**src/design/assert_macros.svh**
```systemverilog
// assertion macros for the rtl files, included by tblc_ctrl
`ifndef ASSERT_MACROS_SVH
`define ASSERT_MACROS_SVH
`ifndef SYNTHESIS
`define ASSERT_ALWAYS(label, clk, rst_n, expr) \
    label: assert property (@(posedge clk) disable iff (!rst_n) (expr)) \
        else $error("assertion failed");
`define ASSERT_IMPL(label, clk, rst_n, ante, cons) \
    label: assert property (@(posedge clk) disable iff (!rst_n) (ante) |-> (cons)) \
        else $error("assertion failed");
`define ASSERT_NEXT(label, clk, rst_n, ante, cons) \
    label: assert property (@(posedge clk) disable iff (!rst_n) (ante) |=> (cons)) \
        else $error("assertion failed");
`else
`define ASSERT_ALWAYS(label, clk, rst_n, expr)
`define ASSERT_IMPL(label, clk, rst_n, ante, cons)
`define ASSERT_NEXT(label, clk, rst_n, ante, cons)
`endif
`endif

```
**src/design/tblc_pkg.sv**
```systemverilog
// types and constants of the translated block lookup cache
`default_nettype none
package tblc_pkg;

    localparam int CACHE_BITS_DEF = 10;

    localparam logic [1:0] REQ_LOOKUP = 2'd0;
    localparam logic [1:0] REQ_FILL   = 2'd1;
    localparam logic [1:0] REQ_FLUSH  = 2'd2;

    typedef struct packed {
        logic [1:0]  req_type;
        logic [63:0] guest_address;
        logic [31:0] fill_index;
    } t_req;

    typedef struct packed {
        logic        hit;
        logic [31:0] block_index;
    } t_rsp;

    typedef struct packed {
        logic [63:0] tag;
        logic [31:0] index;
    } t_entry;

    typedef struct packed {
        logic sweep_start;
        logic clear_wr;
        logic fill_wr;
        logic lookup_rd;
        logic out_load;
    } t_cmd;

    typedef struct packed {
        logic sweep_done;
    } t_sts;

endpackage
`default_nettype wire

```
**src/design/tblc_ctrl.sv**
```systemverilog
// controller: clear sweep, request decode and response handshake
`default_nettype none
`include "assert_macros.svh"
module tblc_ctrl (
    input  wire              i_clk,
    input  wire              i_rst_n,
    input  wire              i_in_valid,
    output logic             o_in_stall,
    input  tblc_pkg::t_req   i_req,
    output logic             o_out_valid,
    input  wire              i_out_stall,
    output tblc_pkg::t_cmd   o_cmd,
    input  tblc_pkg::t_sts   i_sts
);
    import tblc_pkg::*;

    localparam logic [1:0] ST_CLEAR = 2'd0;
    localparam logic [1:0] ST_IDLE  = 2'd1;
    localparam logic [1:0] ST_LOOK  = 2'd2;

    logic [1:0] r_state;
    logic [1:0] n_state;
    logic       r_out_valid;
    logic       n_out_valid;
    logic       in_acc;
    logic       out_free;

    assign o_in_stall = (r_state != ST_IDLE);
    assign in_acc     = i_in_valid && !o_in_stall;
    assign out_free   = !r_out_valid || !i_out_stall;

    always_comb begin
        n_state = r_state;
        o_cmd   = '0;
        case (r_state)
            ST_CLEAR: begin
                o_cmd.clear_wr = 1'b1;
                if (i_sts.sweep_done) begin
                    n_state = ST_IDLE;
                end
            end
            ST_IDLE: begin
                if (in_acc) begin
                    case (i_req.req_type)
                        REQ_LOOKUP: begin
                            o_cmd.lookup_rd = 1'b1;
                            n_state = ST_LOOK;
                        end
                        REQ_FILL: begin
                            // a zero index leaves the slot alone
                            o_cmd.fill_wr = (i_req.fill_index != '0);
                        end
                        REQ_FLUSH: begin
                            o_cmd.sweep_start = 1'b1;
                            n_state = ST_CLEAR;
                        end
                        default: begin
                        end
                    endcase
                end
            end
            ST_LOOK: begin
                // wait for the response register to free up
                if (out_free) begin
                    o_cmd.out_load = 1'b1;
                    n_state = ST_IDLE;
                end
            end
            default: begin
                n_state = ST_IDLE;
            end
        endcase
    end

    always_comb begin
        n_out_valid = r_out_valid;
        if (o_cmd.out_load) begin
            n_out_valid = 1'b1;
        end else if (r_out_valid && !i_out_stall) begin
            n_out_valid = 1'b0;
        end
    end

    always_ff @(posedge i_clk) begin
        if (!i_rst_n) begin
            r_state     <= ST_CLEAR;
            r_out_valid <= 1'b0;
        end else begin
            r_state     <= n_state;
            r_out_valid <= n_out_valid;
        end
    end

    assign o_out_valid = r_out_valid;

    `ASSERT_ALWAYS(a_no_overwrite, i_clk, i_rst_n, !(o_cmd.out_load && r_out_valid && i_out_stall))
    `ASSERT_NEXT(a_taken_drops, i_clk, i_rst_n, r_out_valid && !i_out_stall && !o_cmd.out_load, !r_out_valid)
    `ASSERT_NEXT(a_lookup_reads, i_clk, i_rst_n, in_acc && (i_req.req_type == REQ_LOOKUP), r_state == ST_LOOK)
    `ASSERT_NEXT(a_flush_sweeps, i_clk, i_rst_n, in_acc && (i_req.req_type == REQ_FLUSH), r_state == ST_CLEAR)

endmodule
`default_nettype wire
```
**config.mk**
```make
export PLATFORM = sky130hd
export DESIGN_NAME = tblc_ctrl
export DESIGN_NICKNAME = d
export VERILOG_FILES = /design/src/design/tblc_pkg.sv /design/src/design/tblc_ctrl.sv
export VERILOG_INCLUDE_DIRS = /design/src /design/src/design
export SDC_FILE = /design/constraint.sdc
export NUM_CORES = 1
export LEC_CHECK = 0
export BUFFER_PORTS_ARGS = -buffer_cell sky130_fd_sc_hd__clkbuf_2
export CORE_MARGIN = 1
export CORE_UTILIZATION = 16
export CTS_BUF_LIST = sky130_fd_sc_hd__clkbuf_4 sky130_fd_sc_hd__clkbuf_8
export DETAILED_ROUTE_END_ITERATION = 10
export GPL_TIMING_DRIVEN = 1
export PLACE_DENSITY = 0.86
export RECOVER_POWER = 25
export REMOVE_ABC_BUFFERS = 1
export SLEW_MARGIN = 5
export SYNTH_ARGS = -nofsm -noshare
export SYNTH_HDL_FRONTEND = slang
export SYNTH_SLANG_ARGS = --single-unit
```
**constraint.sdc**
```tcl
create_clock -name i_clk -period 1.8 [get_ports i_clk]
set_clock_uncertainty 0.2 [all_clocks]
set_input_delay 0 -clock i_clk [delete_from_list [all_inputs] [get_ports i_clk]]
set_output_delay 0 -clock i_clk [all_outputs]
set_load 0.02 [all_outputs]
```
==> out/metrics.yaml <==
num_rows: 14
routedWlPerCell_um: 11.0
tritoncts: "yes"
yosysUniqueCellTypes: 18
hpwl_um: 874
layout.cells.most_common_list: "43 x clkbuf_2, 4 x nor4_2, 4 x nor4_1, 4 x nor2_1, 4 x clkbuf_4"
clockRootBuffer: "clkbuf_4"
fin_nets: 186
rsz0062_at_grt: "no"
worst_ep_arrival_time_ps: 1610
antenna_left: 0
grt_usage_pct: 14.6
post_cts_buffers: 0
synth_seq_cells: 3
status: "complete, no violations"
period_share_pct: 94.5
fin_setup_tns_ps: 0
drt_iter0_drc: 2
hold_viol_final: 0
yosysTopAreaCell: "dfxtp_1"
worstSetupEndpointType: "flop"
netlist_instances: 31
total_power_mw: 0.283
synthToLayoutAreaGrowth_pct: 112
final-setup-viol-count: 0
cts_max_path_buffers: 2
synthTopCellsByArea: "dfxtp_1 23%, nor4_2 19%, nor4_1 9.5%, nor2_1 5.7%, nand2b_1 4.8%"
grt_pass1_vias: 486
layout-drive-gt1-share_pct: 64.6
insertedDiodeCount: 0
fp.dieArea_um2: 1810
path_max_fanout: 5
dp.cells: 91
fin_util_pct: 36.6
grt.overflow.total: 0
io_buffers: 45
startpoint_type: "flop"
grt_pass1_wl_mm: 1.93
slew_viol_final: 0
critPathKind: "flop to flop"
io_pins: 110
max-slew-margin-rel_pct: 82.9
worst_pin_slew_ps: 254
wl_met1_um: 367
drv_cap: 0
cts_buffers: 3
place.gp.congestion: 0.730
p_per_area_nw_per_um2: 506
vias: 452
dp_slack_ps: 631
syn-mean-instance-area_um2: 8.48
cts.sinks: 3
finalWirelength_mm: 1.08
route.met3.wl_um: 73
route.detailed.drc: 0
worst_ep_required_time_ps: 1710
fin_ws_ps: 99.1
start_util_pct: 17.2
synth_area_um2: 263
ys_seq_area_share_pct: 22.9
firstDrtPassIters: 2
num-fill-cells: 171
top_layer_used: "met4"
fmax_mhz: 588
core_um2: 1520
leakagePower_nw: 0.288
clkTransAtPathRegs_ps: 40
yosysTopAreaCellShare_pct: 22.9
finalNonFillerCells: 98
yosys_warnings: 0
hold_path_class: "input pin to flop"
ir_drop_mv: 0.176
insertion_delay_ps: 230
grt_max_degree: 7
vias_per_cell: 4.61
antenna_found_initial: 0
mostFrequentLayoutCell: "clkbuf_2"
die_h_um: 42.5
finalCriticalPeriod_ps: 1700
die_w_um: 42.5
cts.htree.levels: 1
dr_wl_met2_um: 621
kinds of logic (layout without fill, tap and decap cells):
family	count (synthesis)	after routing	synth area share (%)
AOI/OAI and AO/OA	6	6	18.1
buffers and inverters	2	53	4.29
DFF	3	3	22.9
and+or+nand+nor	20	20	54.8
per-stage QoR:
stage                     hold WS [ps]  instance area [um^2]
after floorplan                   -145                   255
after global placement            34.1                   500
after detailed placement          63.5                   500
after CTS                         21.1                   561
after global routing              42.4                   558
final                             25.6                   558
path summary, 6_finish.rpt:
check,depth (start not counted),startpoint,slack [ps],to
max reg2reg,4,r_state[1],100,r_state[1]
min,3,i_in_valid,30,r_state[0]
min reg2reg,2,o_out_valid,390,o_out_valid
max,4,r_state[1],100,r_state[1]
metal layers:
metal	vias to the layer above	track usage, %
li1	227	-
met1	195	12.7
met2	28	28.9
met3	2	4.31
met4	0	7.50
met5	-	0
Yosys cell counts, drive strengths merged:
cell type	n
o211a	1
a31oi	1
nand2b	2
a21boi	1
nand3b	1
buf	1
inv	1
nor3	1
nand2	1
nor2	4
o21a	1
o221a	1
a21oi	1
nor3b	1
nand4	2
nor4	8
dfxtp	3
flip-flops by register name (all words and copies together) (netlist names):
signal	cells
r_state	2
o_out_valid	1
report_power, final:
part	switching [mW]	internal (mW)	total, mW
Sequential	0.00323	0.0692	0.0725
Combinational	0.0338	0.0451	0.0789
Clock	0.0332	0.0980	0.131
layout make-up:
cell class | count | area [um^2] | share of cell area [%]
Tap cell | 16 | 20.0 | 3.59
Clock buffer | 4 | 30.0 | 5.38
Multi-Input combinational cell | 26 | 191 | 34.3
Timing Repair Buffer | 48 | 253 | 45.3
Inverter | 1 | 3.75 | 0.673
Sequential cell | 3 | 60.1 | 10.8
worst max-delay path, stage by stage (launching register included):
cell	delay [ps]
dfxtp_1	400
nand3b_1	190
nor3_2	60
o21a_1	180
dlygate4sd3_1	550
repair_timing:
item	4_1_cts	5_1_grt
hold buffers	3	0
hold endpoints to repair	3	0
gates resized for setup	0	0
No activity file was read; power rests on OpenSTA's default activity.
